$ cat config.mk
export PLATFORM = sky130hd
export DESIGN_NAME = q16_16_fixed_point_alu
export DESIGN_NICKNAME = d
export VERILOG_FILES = /design/src/rtl/q16fx_pkg.sv /design/src/rtl/q16fx_addsub.sv /design/src/rtl/q16fx_core.sv /design/src/rtl/q16_16_fixed_point_alu.sv
export SDC_FILE = /design/constraint.sdc
export NUM_CORES = 1
export LEC_CHECK = 0
export ABC_AREA = 1
export BUFFER_PORTS_ARGS = -buffer_cell sky130_fd_sc_hd__buf_2
export CAP_MARGIN = 20
export CELL_PAD_IN_SITES_DETAIL_PLACEMENT = 0
export CELL_PAD_IN_SITES_GLOBAL_PLACEMENT = 1
export CORE_MARGIN = 3
export CORE_UTILIZATION = 48
export CTS_BUF_LIST = sky130_fd_sc_hd__clkbuf_16
export DETAILED_ROUTE_END_ITERATION = 12
export PLACE_DENSITY = 0.84
export SYNTH_ARGS = -nofsm -noshare
export SYNTH_HDL_FRONTEND = slang
export SYNTH_SLANG_ARGS = --single-unit
$ cat constraint.sdc
create_clock -name clk -period 8.8 [get_ports clk]
set_input_delay 2.2 -clock clk [delete_from_list [all_inputs] [get_ports clk]]
set_output_delay 2.2 -clock clk [all_outputs]
set_load 0.01 [all_outputs]
$ cat src/rtl/q16fx_pkg.sv
// Shared types and codes for the Q16.16 fixed-point arithmetic unit.
`default_nettype none

package q16fx_pkg;

    localparam int DATA_W = 32;
    localparam int UNIT_W = DATA_W + 1;

    // Operation codes
    localparam logic [1:0] OP_ADD = 2'd0;
    localparam logic [1:0] OP_SUB = 2'd1;
    localparam logic [1:0] OP_MUL = 2'd2;
    localparam logic [1:0] OP_DIV = 2'd3;

    // Status codes
    localparam logic [1:0] ST_OK   = 2'd0;
    localparam logic [1:0] ST_DIV0 = 2'd1;
    localparam logic [1:0] ST_OVF  = 2'd2;

    localparam logic [DATA_W-1:0] MIN_VALUE = 32'h8000_0000;

    typedef struct packed {
        logic [1:0]        op;
        logic [DATA_W-1:0] a;
        logic [DATA_W-1:0] b;
    } req_t;

    typedef struct packed {
        logic [DATA_W-1:0] result;
        logic [1:0]        status;
    } rsp_t;

    typedef struct packed {
        logic idle;
        logic done;
    } stat_t;

    typedef struct packed {
        logic [UNIT_W-1:0] x;
        logic [UNIT_W-1:0] y;
        logic              sub;
    } unit_in_t;

endpackage

`default_nettype wire

$ cat src/rtl/q16fx_addsub.sv
// Shared 33-bit adder/subtractor used for every arithmetic step.
`default_nettype none

module q16fx_addsub
    import q16fx_pkg::*;
(
    input  wire unit_in_t          uin,
    output logic [UNIT_W-1:0]      sum
);

    logic [UNIT_W-1:0] y_eff;

    assign y_eff = uin.sub ? ~uin.y : uin.y;
    assign sum   = uin.x + y_eff + {{(UNIT_W-1){1'b0}}, uin.sub};

endmodule

`default_nettype wire

$ cat src/rtl/q16fx_core.sv
// Sequencer and working registers for add, subtract, multiply and divide.
`default_nettype none

module q16fx_core
    import q16fx_pkg::*;
#(
    parameter int FRAC_BITS = 16
)
(
    input  wire logic  clk,
    input  wire logic  rst_n,
    input  wire logic  start,
    input  wire req_t  req,
    input  wire logic  take,
    output stat_t      stat,
    output rsp_t       rsp
);

    localparam int CNT_W = $clog2(DATA_W);
    localparam logic [CNT_W-1:0] MUL_LAST = CNT_W'(DATA_W - 1);
    localparam logic [DATA_W-1:0] BIT_INIT = {{(DATA_W-1){1'b0}}, 1'b1} << FRAC_BITS;

    localparam logic [3:0] S_IDLE = 4'd0;
    localparam logic [3:0] S_ADD  = 4'd1;
    localparam logic [3:0] S_MUL  = 4'd2;
    localparam logic [3:0] S_MAGA = 4'd3;
    localparam logic [3:0] S_MAGB = 4'd4;
    localparam logic [3:0] S_PRE  = 4'd5;
    localparam logic [3:0] S_TOP  = 4'd6;
    localparam logic [3:0] S_LOOP = 4'd7;
    localparam logic [3:0] S_RND  = 4'd8;
    localparam logic [3:0] S_INC  = 4'd9;
    localparam logic [3:0] S_SIGN = 4'd10;
    localparam logic [3:0] S_DONE = 4'd11;

    logic [3:0]        state_reg, state_next;
    logic [1:0]        op_reg, op_next;
    logic [DATA_W-1:0] a_reg, a_next;
    logic [DATA_W-1:0] b_reg, b_next;
    logic [DATA_W-1:0] rem_reg, rem_next;
    logic [DATA_W-1:0] div_reg, div_next;
    logic [DATA_W-1:0] bit_reg, bit_next;
    logic [DATA_W-1:0] quo_reg, quo_next;
    logic [UNIT_W-1:0] hi_reg, hi_next;
    logic [DATA_W-1:0] lo_reg, lo_next;
    logic [CNT_W-1:0]  cnt_reg, cnt_next;
    logic [DATA_W-1:0] res_reg, res_next;
    logic [1:0]        st_reg, st_next;

    unit_in_t          uin;
    logic [UNIT_W-1:0] sum;
    logic              ge;
    logic [UNIT_W-1:0] acc;
    logic [DATA_W-1:0] rem_sel;
    logic [2*DATA_W-1:0] prod;

    q16fx_addsub u_addsub (
        .uin (uin),
        .sum (sum)
    );

    // Unsigned compare result when the unit runs rem - div
    assign ge = ~sum[UNIT_W-1];

    always_comb
    begin
        state_next = state_reg;
        op_next    = op_reg;
        a_next     = a_reg;
        b_next     = b_reg;
        rem_next   = rem_reg;
        div_next   = div_reg;
        bit_next   = bit_reg;
        quo_next   = quo_reg;
        hi_next    = hi_reg;
        lo_next    = lo_reg;
        cnt_next   = cnt_reg;
        res_next   = res_reg;
        st_next    = st_reg;
        uin.x      = '0;
        uin.y      = '0;
        uin.sub    = 1'b0;
        acc        = hi_reg;
        rem_sel    = rem_reg;
        prod       = '0;

        case (state_reg)
            S_IDLE:
            begin
                if (start)
                begin
                    op_next  = req.op;
                    a_next   = req.a;
                    b_next   = req.b;
                    hi_next  = '0;
                    lo_next  = req.b;
                    cnt_next = '0;
                    quo_next = '0;
                    bit_next = BIT_INIT;
                    st_next  = ST_OK;
                    case (req.op)
                        OP_ADD, OP_SUB: state_next = S_ADD;
                        OP_MUL:         state_next = S_MUL;
                        default:
                        begin
                            if (req.b == '0)
                            begin
                                res_next   = MIN_VALUE;
                                st_next    = ST_DIV0;
                                state_next = S_DONE;
                            end
                            else
                            begin
                                state_next = S_MAGA;
                            end
                        end
                    endcase
                end
            end

            S_ADD:
            begin
                uin.x      = {a_reg[DATA_W-1], a_reg};
                uin.y      = {b_reg[DATA_W-1], b_reg};
                uin.sub    = (op_reg == OP_SUB);
                res_next   = sum[DATA_W-1:0];
                state_next = S_DONE;
            end

            S_MUL:
            begin
                // Signed shift-add step; the last multiplier bit carries negative weight
                uin.x    = hi_reg;
                uin.y    = {a_reg[DATA_W-1], a_reg};
                uin.sub  = (cnt_reg == MUL_LAST);
                acc      = lo_reg[0] ? sum : hi_reg;
                hi_next  = {acc[UNIT_W-1], acc[UNIT_W-1:1]};
                lo_next  = {acc[0], lo_reg[DATA_W-1:1]};
                cnt_next = cnt_reg + 1'b1;
                prod     = {hi_next[DATA_W-1:0], lo_next};
                if (cnt_reg == MUL_LAST)
                begin
                    res_next   = prod[FRAC_BITS +: DATA_W];
                    state_next = S_DONE;
                end
            end

            S_MAGA:
            begin
                uin.x      = '0;
                uin.y      = {1'b0, a_reg};
                uin.sub    = 1'b1;
                rem_next   = a_reg[DATA_W-1] ? sum[DATA_W-1:0] : a_reg;
                state_next = S_MAGB;
            end

            S_MAGB:
            begin
                uin.x      = '0;
                uin.y      = {1'b0, b_reg};
                uin.sub    = 1'b1;
                div_next   = b_reg[DATA_W-1] ? sum[DATA_W-1:0] : b_reg;
                state_next = S_PRE;
            end

            S_PRE:
            begin
                // Advance the divisor while it is below the dividend (div - rem borrows)
                uin.x   = {1'b0, div_reg};
                uin.y   = {1'b0, rem_reg};
                uin.sub = 1'b1;
                if (sum[UNIT_W-1])
                begin
                    div_next = {div_reg[DATA_W-2:0], 1'b0};
                    bit_next = {bit_reg[DATA_W-2:0], 1'b0};
                end
                else if (bit_reg == '0)
                begin
                    res_next   = MIN_VALUE;
                    st_next    = ST_OVF;
                    state_next = S_DONE;
                end
                else if (div_reg[DATA_W-1])
                begin
                    state_next = S_TOP;
                end
                else
                begin
                    state_next = S_LOOP;
                end
            end

            S_TOP:
            begin
                uin.x   = {1'b0, rem_reg};
                uin.y   = {1'b0, div_reg};
                uin.sub = 1'b1;
                if (ge)
                begin
                    quo_next = quo_reg | bit_reg;
                    rem_next = sum[DATA_W-1:0];
                end
                div_next   = {1'b0, div_reg[DATA_W-1:1]};
                bit_next   = {1'b0, bit_reg[DATA_W-1:1]};
                state_next = S_LOOP;
            end

            S_LOOP:
            begin
                uin.x   = {1'b0, rem_reg};
                uin.y   = {1'b0, div_reg};
                uin.sub = 1'b1;
                if ((bit_reg == '0) || (rem_reg == '0))
                begin
                    state_next = S_RND;
                end
                else
                begin
                    if (ge)
                    begin
                        quo_next = quo_reg | bit_reg;
                        rem_sel  = sum[DATA_W-1:0];
                    end
                    rem_next = {rem_sel[DATA_W-2:0], 1'b0};
                    bit_next = {1'b0, bit_reg[DATA_W-1:1]};
                end
            end

            S_RND:
            begin
                uin.x      = {1'b0, rem_reg};
                uin.y      = {1'b0, div_reg};
                uin.sub    = 1'b1;
                state_next = ge ? S_INC : S_SIGN;
            end

            S_INC:
            begin
                uin.x      = {1'b0, quo_reg};
                uin.y      = {{(UNIT_W-1){1'b0}}, 1'b1};
                uin.sub    = 1'b0;
                quo_next   = sum[DATA_W-1:0];
                state_next = S_SIGN;
            end

            S_SIGN:
            begin
                uin.x   = '0;
                uin.y   = {1'b0, quo_reg};
                uin.sub = 1'b1;
                if (a_reg[DATA_W-1] ^ b_reg[DATA_W-1])
                begin
                    if (quo_reg == MIN_VALUE)
                    begin
                        res_next = MIN_VALUE;
                        st_next  = ST_OVF;
                    end
                    else
                    begin
                        res_next = sum[DATA_W-1:0];
                    end
                end
                else
                begin
                    res_next = quo_reg;
                end
                state_next = S_DONE;
            end

            S_DONE:
            begin
                if (take)
                begin
                    state_next = S_IDLE;
                end
            end

            default:
            begin
                state_next = S_IDLE;
            end
        endcase
    end

    always_ff @(posedge clk or negedge rst_n)
    begin
        if (!rst_n)
        begin
            state_reg <= S_IDLE;
        end
        else
        begin
            state_reg <= state_next;
        end
    end

    always_ff @(posedge clk)
    begin
        op_reg  <= op_next;
        a_reg   <= a_next;
        b_reg   <= b_next;
        rem_reg <= rem_next;
        div_reg <= div_next;
        bit_reg <= bit_next;
        quo_reg <= quo_next;
        hi_reg  <= hi_next;
        lo_reg  <= lo_next;
        cnt_reg <= cnt_next;
        res_reg <= res_next;
        st_reg  <= st_next;
    end

    assign stat.idle  = (state_reg == S_IDLE);
    assign stat.done  = (state_reg == S_DONE);
    assign rsp.result = res_reg;
    assign rsp.status = st_reg;

    // Error statuses always carry the minimum value
    a_err_min: assert property (@(posedge clk) disable iff (!rst_n)
        stat.done && (st_reg != ST_OK) |-> res_reg == MIN_VALUE)
        else $error("error status without minimum result");

    // Only divide can report a nonzero status
    a_st_div: assert property (@(posedge clk) disable iff (!rst_n)
        stat.done && (op_reg != OP_DIV) |-> st_reg == ST_OK)
        else $error("nonzero status on non-divide operation");

    // Quotient bit stays a single bit or empty during the divide
    a_bit_onehot: assert property (@(posedge clk) disable iff (!rst_n)
        (state_reg == S_PRE) || (state_reg == S_TOP) || (state_reg == S_LOOP)
        |-> $onehot0(bit_reg))
        else $error("quotient bit not one-hot");

    // Partial remainder stays below twice the divisor in the main loop
    a_rem_bound: assert property (@(posedge clk) disable iff (!rst_n)
        (state_reg == S_LOOP) |-> {1'b0, rem_reg} < {div_reg, 1'b0})
        else $error("partial remainder out of range");

    // A finished result holds until the output side takes it
    a_done_hold: assert property (@(posedge clk) disable iff (!rst_n)
        stat.done && !take |=> stat.done && $stable(res_reg) && $stable(st_reg))
        else $error("finished result changed before it was taken");

endmodule

`default_nettype wire

$ cat src/rtl/q16_16_fixed_point_alu.sv
// Top level of the signed Q16.16 fixed-point arithmetic unit.
//
//  channel | direction | handshake          | payload
//  --------+-----------+--------------------+----------------------------------
//  request | in        | in_valid/in_ready  | req_type, operand_a, operand_b
//  result  | out       | out_valid/out_ready| result, status
//
// Steps per item, from acceptance to the result register being loaded:
//   add/subtract takes a single adder pass, multiply one shift-add step per
//   multiplier bit, divide by zero goes straight to done, and divide runs
//   the magnitude steps for both operands, the divisor pre-shift steps, the
//   restoring steps including the top-bit step (ending early once the
//   remainder clears), a rounding check, the rounding increment when it
//   applies and the sign step; a quotient bit shifted out past the top ends
//   with overflow. Every step goes through the single shared 33-bit adder/subtractor.
// Reset clears the sequencer and the output valid flag; no clearing pass.
// A new item is taken as soon as the sequencer is idle, even while the
// previous result still waits in the output register; the sequencer then
// holds its finished item until the output register frees up.
`default_nettype none

module q16_16_fixed_point_alu
    import q16fx_pkg::*;
#(
    parameter int FRAC_BITS = 16
)
(
    input  wire logic                     clk,
    input  wire logic                     rst_n,
    input  wire logic                     in_valid,
    output logic                          in_ready,
    input  wire logic [1:0]               req_type,
    input  wire logic signed [DATA_W-1:0] operand_a,
    input  wire logic signed [DATA_W-1:0] operand_b,
    output logic                          out_valid,
    input  wire logic                     out_ready,
    output logic signed [DATA_W-1:0]      result,
    output logic [1:0]                    status
);

    req_t  req;
    stat_t stat;
    rsp_t  rsp;
    logic  start;
    logic  take;

    logic              out_valid_reg, out_valid_next;
    logic [DATA_W-1:0] result_reg, result_next;
    logic [1:0]        status_reg, status_next;

    // Accept a new item whenever the sequencer is idle
    assign in_ready = stat.idle;
    assign start    = in_valid && in_ready;

    assign req.op = req_type;
    assign req.a  = operand_a;
    assign req.b  = operand_b;

    q16fx_core #(
        .FRAC_BITS (FRAC_BITS)
    ) u_core (
        .clk   (clk),
        .rst_n (rst_n),
        .start (start),
        .req   (req),
        .take  (take),
        .stat  (stat),
        .rsp   (rsp)
    );

    // Move the finished item into the output register when it is empty or draining
    assign take = stat.done && (!out_valid_reg || out_ready);

    always_comb
    begin
        out_valid_next = out_valid_reg;
        result_next    = result_reg;
        status_next    = status_reg;
        if (take)
        begin
            out_valid_next = 1'b1;
            result_next    = rsp.result;
            status_next    = rsp.status;
        end
        else if (out_ready)
        begin
            out_valid_next = 1'b0;
        end
    end

    always_ff @(posedge clk or negedge rst_n)
    begin
        if (!rst_n)
        begin
            out_valid_reg <= 1'b0;
        end
        else
        begin
            out_valid_reg <= out_valid_next;
        end
    end

    always_ff @(posedge clk)
    begin
        result_reg <= result_next;
        status_reg <= status_next;
    end

    assign out_valid = out_valid_reg;
    assign result    = result_reg;
    assign status    = status_reg;

endmodule

`default_nettype wire
Word level (Yosys, flattened, before mapping)

Cells that the tools add are included.

Bits of input ports: 70
Output and inout port bits: 36
Logic and storage cells: 138
Flip-flop bits (word level): 337

Equal/unequal tests: 29
Multiplexer cells: 54
Bitwise operators: 3
Reduce and logical (&&, ||, !) cells: 32
Add/subtract/negate cells: 3

Operators with widths:

| operator                                                        | count |
|---|---|
| 32-bit two-way mux                                              | 20 |
| 67-bit one-hot mux with 8 select lines                          | 1 |
| 32-bit one-hot mux with 4 select lines                          | 2 |
| 32-bit one-hot mux with 3 select lines                          | 2 |
| 32-bit one-hot mux with 5 select lines                          | 1 |
| 33-bit two-way mux                                              | 3 |
| 32-bit logical NOT                                              | 3 |
| 33-bit one-hot mux with 2 select lines                          | 1 |
| 32-bit one-hot mux with 2 select lines                          | 1 |
| 4-bit one-hot mux with 11 select lines                          | 1 |
| 33-bit by 1-bit adder with 33-bit output                        | 1 |
| 33-bit adder                                                    | 1 |
| 33-bit inverter                                                 | 1 |
| 32-bit == test, second input constant                           | 1 |
| 32-bit OR                                                       | 1 |
| 4-bit two-way mux                                               | 7 |
| 2-bit by 1-bit != test with 1-bit output, second input constant | 9 |
| 4-bit by 3-bit == test with 1-bit output, second input constant | 4 |
| 4-bit == test, second input constant                            | 4 |
| 2-bit two-way mux                                               | 7 |
| 5-bit one-hot mux with 2 select lines                           | 1 |
| 3-bit nonzero test                                              | 3 |
| 4-bit by 2-bit == test with 1-bit output, second input constant | 2 |
| 2-bit != test, second input constant                            | 4 |
| 26 further kinds                                                | 40 |

Depth between registers and ports, before layout

Word-level depth: 10
Gate-level depth with buffers: 30
Depth with buffers taken out: 29

Cells and area by module

Synthesis repeated with hierarchy kept, for this count alone.

Cells, all modules: 2,439
Area total of the unflattened synthesis: 20,064.2 µm²

Modules (own cells, without submodules):

| module                 | cells an instance | instances | area an instance (µm²) |
|---|---|---|---|
| q16fx_core             | 1,896             | 1         | 16,375.7 |
| q16fx_addsub           | 501               | 1         | 2,611.3 |
| q16_16_fixed_point_alu | 42                | 1         | 1,077.3 |

Least setup slack after synthesis

OpenSTA, ideal clock, no wires.

Path kind: input -> register
Start: in in_valid
End: reg u_core.cnt_reg[0] (enable)
Cell stages on the path: 2
Arrival time: 7.093 ns
Path slack: 1.116 ns
Required time: 8.208 ns
Setup time: 0.592 ns
Buffers on the path: 0
Cell sequence: inv_1 o21ai_0

Word-level cells in the longest chain between the ends: 3

RTL lines:

| item                                                      | RTL line                     | RTL |
|---|---|---|
| start, declared                                           | q16_16_fixed_point_alu.sv:30 | `input wire logic in_valid,` |
| 1-bit logical AND                                         | q16_16_fixed_point_alu.sv:53 | `assign start = in_valid && in_ready;` |
| 2-bit by 1-bit != test with 1-bit output (no source line) | n/a                          |  |
| 2-bit AND reduction (no source line)                      | n/a                          |  |
| end signal, assigned                                      | q16fx_core.sv:308            | `cnt_reg <= cnt_next;` |
| end, declared                                             | q16fx_core.sv:46             | `logic [CNT_W-1:0] cnt_reg, cnt_next;` |

No other way between the ends.
A chain may end at the register's enable or synchronous reset.

Worst setup path in the final report

Start: reg u_core.state_reg[0]
End: reg u_core.res_reg[22] (enable)

Word-level cells in the longest chain between the ends: 9
Elaborated cells between the ends (all ways): 26
Those cells by class: add/sub (2); eq/ne (16); mux (2); bitwise (1); reduce/logical (5)

RTL lines:

| item                                                                             | RTL line           | RTL |
|---|---|---|
| start, declared                                                                  | q16fx_core.sv:36   | `logic [3:0] state_reg, state_next;` |
| start signal, assigned                                                           | q16fx_core.sv:293  | `state_reg <= state_next;` |
| 4-bit == test / 4-bit by 3-bit == test with 1-bit output (equally long branches) | q16fx_core.sv:87   | `case (state_reg)` |
| 3-bit OR reduction (no source line)                                              | n/a                |  |
| 67-bit one-hot mux with 8 select lines                                           | q16fx_core.sv:87   |  |
| 33-bit inverter                                                                  | q16fx_addsub.sv:13 | `assign y_eff = uin.sub ? ~uin.y : uin.y;` |
| 33-bit two-way mux                                                               | q16fx_addsub.sv:13 |  |
| 33-bit adder                                                                     | q16fx_addsub.sv:14 | `assign sum = uin.x + y_eff + {{(UNIT_W-1){1'b0}}, uin.sub};` |
| 33-bit by 1-bit adder with 33-bit output                                         | q16fx_addsub.sv:14 |  |
| 2-bit != test (no source line)                                                   | n/a                |  |
| 7-bit AND reduction (no source line) (*)                                         | n/a                |  |
| end signal, assigned                                                             | q16fx_core.sv:309  | `res_reg <= res_next;` |
| end, declared                                                                    | q16fx_core.sv:47   | `logic [DATA_W-1:0] res_reg, res_next;` |

Mark *: on every way between the ends. The rest lies on a longest branch, timed or not.

==> reports/metrics.cfg <==
[run_status]
status = finished, final reports clean

[worst_setup_path]
start_kind = register
crit_fanout = 35
end_kind = register
setup.worst_path.start = u_core.state_reg[0]$_DFFE_PN0P_
rr_startpoint = u_core.state_reg[0]$_DFFE_PN0P_
crit_arrival_ns = 6.87
crit_type = reg2reg
rrSetupSlack_ns = 2.13
reg2reg_to = u_core.res_reg[22]$_DFFE_PP_
endpoint = u_core.res_reg[22]$_DFFE_PP_
required_ns = 9.00
r2r.worst_path.cells = 25

[detailed_routing]
drt_iter0_drc = 2763
vias = 18670
wl_per_cell_um = 28.17
viasPerCell = 6.430
drcViolationCount = 0
dr.pass1.iters = 6
ant_nets = 0
totalWireLength_um = 81770

[sta]
fin_setup_tns_ns = 0
setup_viol = 0
slew_violations = 0
grt_setup_unrepaired = no
fin_crit_sh_pct = 75.75
finalClockSkew_ns = 0.01793
period_needed_ns = 6.666
max_freq_mhz = 150.0
worst_pin_slew_ns = 1.100
maxSlewHeadroom_pct = 26.39
hold_violations = 0

[clock_tree]
clockBufferDepth = 3
clock_sinks = 336
cts_tree = built
hold_buffers = 0
cts_root_buf = clkbuf_16
htreeDepth = 2
cts_buffers = 39
clkLatencyLatePin_ns = 0.57
cts_setup_buffers = 0
cts.clk_slew.worst_paths_ns = 0.06
cts_resized = 0

[floorplan]
io-pin-count = 106
die_w_um = 209.5
die_area_um2 = 43880
fp.dieH_um = 209.5
row_count = 73
start_util_pct = 49.34
core_area_um2 = 40280

[place]
post-dp-hpwl_um = 60580
numPortBuffers = 105
gp_congestion = 1.009
place_area_um2 = 20940

[logic_synthesis]
yosysUniqueCellTypes = 54
seq_area_frac_synth_pct = 50.64
syn_area_um2 = 19880
avgSynthCellArea_um2 = 8.736
ys_warn_count = 0
synthCells = 2275
ys_seq_elements = 336
async_reset_ff_share_pct = 1.488
synthFlopType = edfxtp_1
synth-edff-count = 331
syn-num-nets = 2379

[min_path]
hp-class = reg2reg
min_from = u_core.res_reg[14]$_DFFE_PP_

[job]
max-cap-violations = 0

[grt]
grt_pass1_wl_um = 117300
antenna_found_initial = 3
overflow = 0
grt_use_total_pct = 36.33
grt_pass1_vias = 17620
grt_max_degree = 54

[cells_and_area]
drive_gt1_share_pct = 10.94
final_net_count = 2454
synthToLayoutAreaGrowth_pct = 11.97
design_area_um2 = 22250

==> kinds of logic after synthesis <==
| kind of cell | after synthesis | share of synthesized area (%) |
|---|---|---|
| AO/OA/AOI/OAI | 621 | 19.01 |
| adder cells (fa/ha/maj) | 34 | 2.178 |
| buffers and inverters | 416 | 8.039 |
| AND/OR/NAND/NOR | 820 | 17.95 |
| XOR/XNOR | 48 | 2.191 |
| flip-flops | 336 | 50.64 |
==> worst max-delay path, stage by stage (launching register included) <==
cell and delay, ns:
dfrtp_1 0.45, inv_2 0.13, nor2_4 0.07, nand2_2 0.07
buf_4 0.45, nand2_1 0.52, buf_4 0.38, a221oi_1 0.73
o221ai_1 0.38, xor2_1 0.23, inv_1 0.06, ha_1 0.37
nand2_1 0.15, inv_1 0.05, a21oi_1 0.25, nor2_1 0.07
nor2_1 0.09, nand3_1 0.08, a21oi_1 0.25, inv_1 0.10
nand2_1 0.09, nand2_2 0.34, nand2_1 0.22, nand2_1 0.12
a211oi_4 0.15, buf_4 0.41
==> stage by stage <==
step                hold slack (ns)  setup WS (ns)  std cells  utilization (%)
floorplan                    0.4003          1.116       2275                -
global placement             0.4024          2.524       2832            51.99
detailed placement           0.4045          2.409       2833            52.00
CTS                          0.4188          2.389       2901            55.19
global route                 0.4240          1.750       2902            55.24
finish                       0.4178          2.134       2903            55.25
==> Yosys cell counts, drive strengths merged, types with 2 or more instances <==
library cell  number  area (µm²)
o21bai            15       112.6
or2               10       62.56
a221o              3       30.03
o211a              2       20.02
o21a               5       37.54
a21o               6       45.04
clkinv             2       7.510
o22ai             32       200.2
edfxtp           331        9940
nor3              14       70.07
inv              302        1134
nand4             15       93.84
a21boi             3       22.52
a211oi             2       15.01
nand3            157       808.3
nor4              25       156.4
a31oi              5       31.28
o221ai            26       227.7
nand2            460        1774
nand3b             4       30.03
a21oi            118       590.6
a2111oi            3       26.28
xnor2              7       68.82
ha                33       412.9
o211ai           114       855.8
clkbuf            88       330.3
dfrtp              5       125.1
xor2              41       366.6
o2111ai            2       17.52
buf               24       126.4
nor2             132       549.3
a211o              4       35.03
a221oi            26       227.7
o21ai            254        1271
==> per-layer routing <==
layer / part of all wire, % / track usage (%)
met5: 0 / 0
met4: 8.1 / 24.41
met3: 9.5 / 5.112
met2: 46 / 58.22
met1: 36 / 45.93
==> layout make-up <==
| type | count | area, µm² |
|---|---|---|
| fill | 3730 | 18030 |
| sequential | 336 | 10060 |
| multi-input combinational | 1523 | 8259 |
| inverter | 304 | 1141 |
| clock buffer | 39 | 975.9 |
| timing repair buffer | 146 | 842.1 |
| tap | 525 | 656.9 |
| clock inverter | 29 | 311.5 |
| antenna | 1 | 2.502 |
==> layout by cell type, fill, tap and decap left out, types with 6 or more instances in the layout <==
| cell | instances |
|---|---|
| o221ai_1 | 26 |
| or2_2 | 8 |
| nand2_2 | 13 |
| edfxtp_1 | 331 |
| nor2_1 | 119 |
| bufinv_16 | 6 |
| o21bai_1 | 15 |
| clkinv_2 | 7 |
| o21ai_0 | 245 |
| nand3_1 | 154 |
| a21oi_1 | 118 |
| nor3_1 | 14 |
| clkbuf_16 | 39 |
| buf_4 | 39 |
| nor2_4 | 6 |
| nand4_1 | 15 |
| inv_2 | 11 |
| buf_2 | 105 |
| nor4_1 | 25 |
| clkinv_1 | 10 |
| xnor2_1 | 6 |
| nand2_1 | 445 |
| o21ai_1 | 8 |
| nor2_2 | 6 |
| inv_1 | 291 |
| a21o_1 | 6 |
| a221oi_1 | 26 |
| ha_1 | 33 |
| xor2_1 | 40 |
| o22ai_1 | 32 |
| o211ai_1 | 114 |
==> worst min-delay path by stage <==
stage | cells after the start | end | slack (ns)
after floorplan | 0 | result[0]$_DFFE_PP_ | 0.40
after global placement | 0 | result[9]$_DFFE_PP_ | 0.40
after detailed placement | 0 | result[18]$_DFFE_PP_ | 0.40
after CTS | 0 | result[18]$_DFFE_PP_ | 0.42
after global routing | 0 | result[10]$_DFFE_PP_ | 0.42
final | 0 | result[14]$_DFFE_PP_ | 0.42
Power is left out: the tool's default activity adds up to more than one toggle a clock period on the data nets, which glitch-free logic cannot reach.
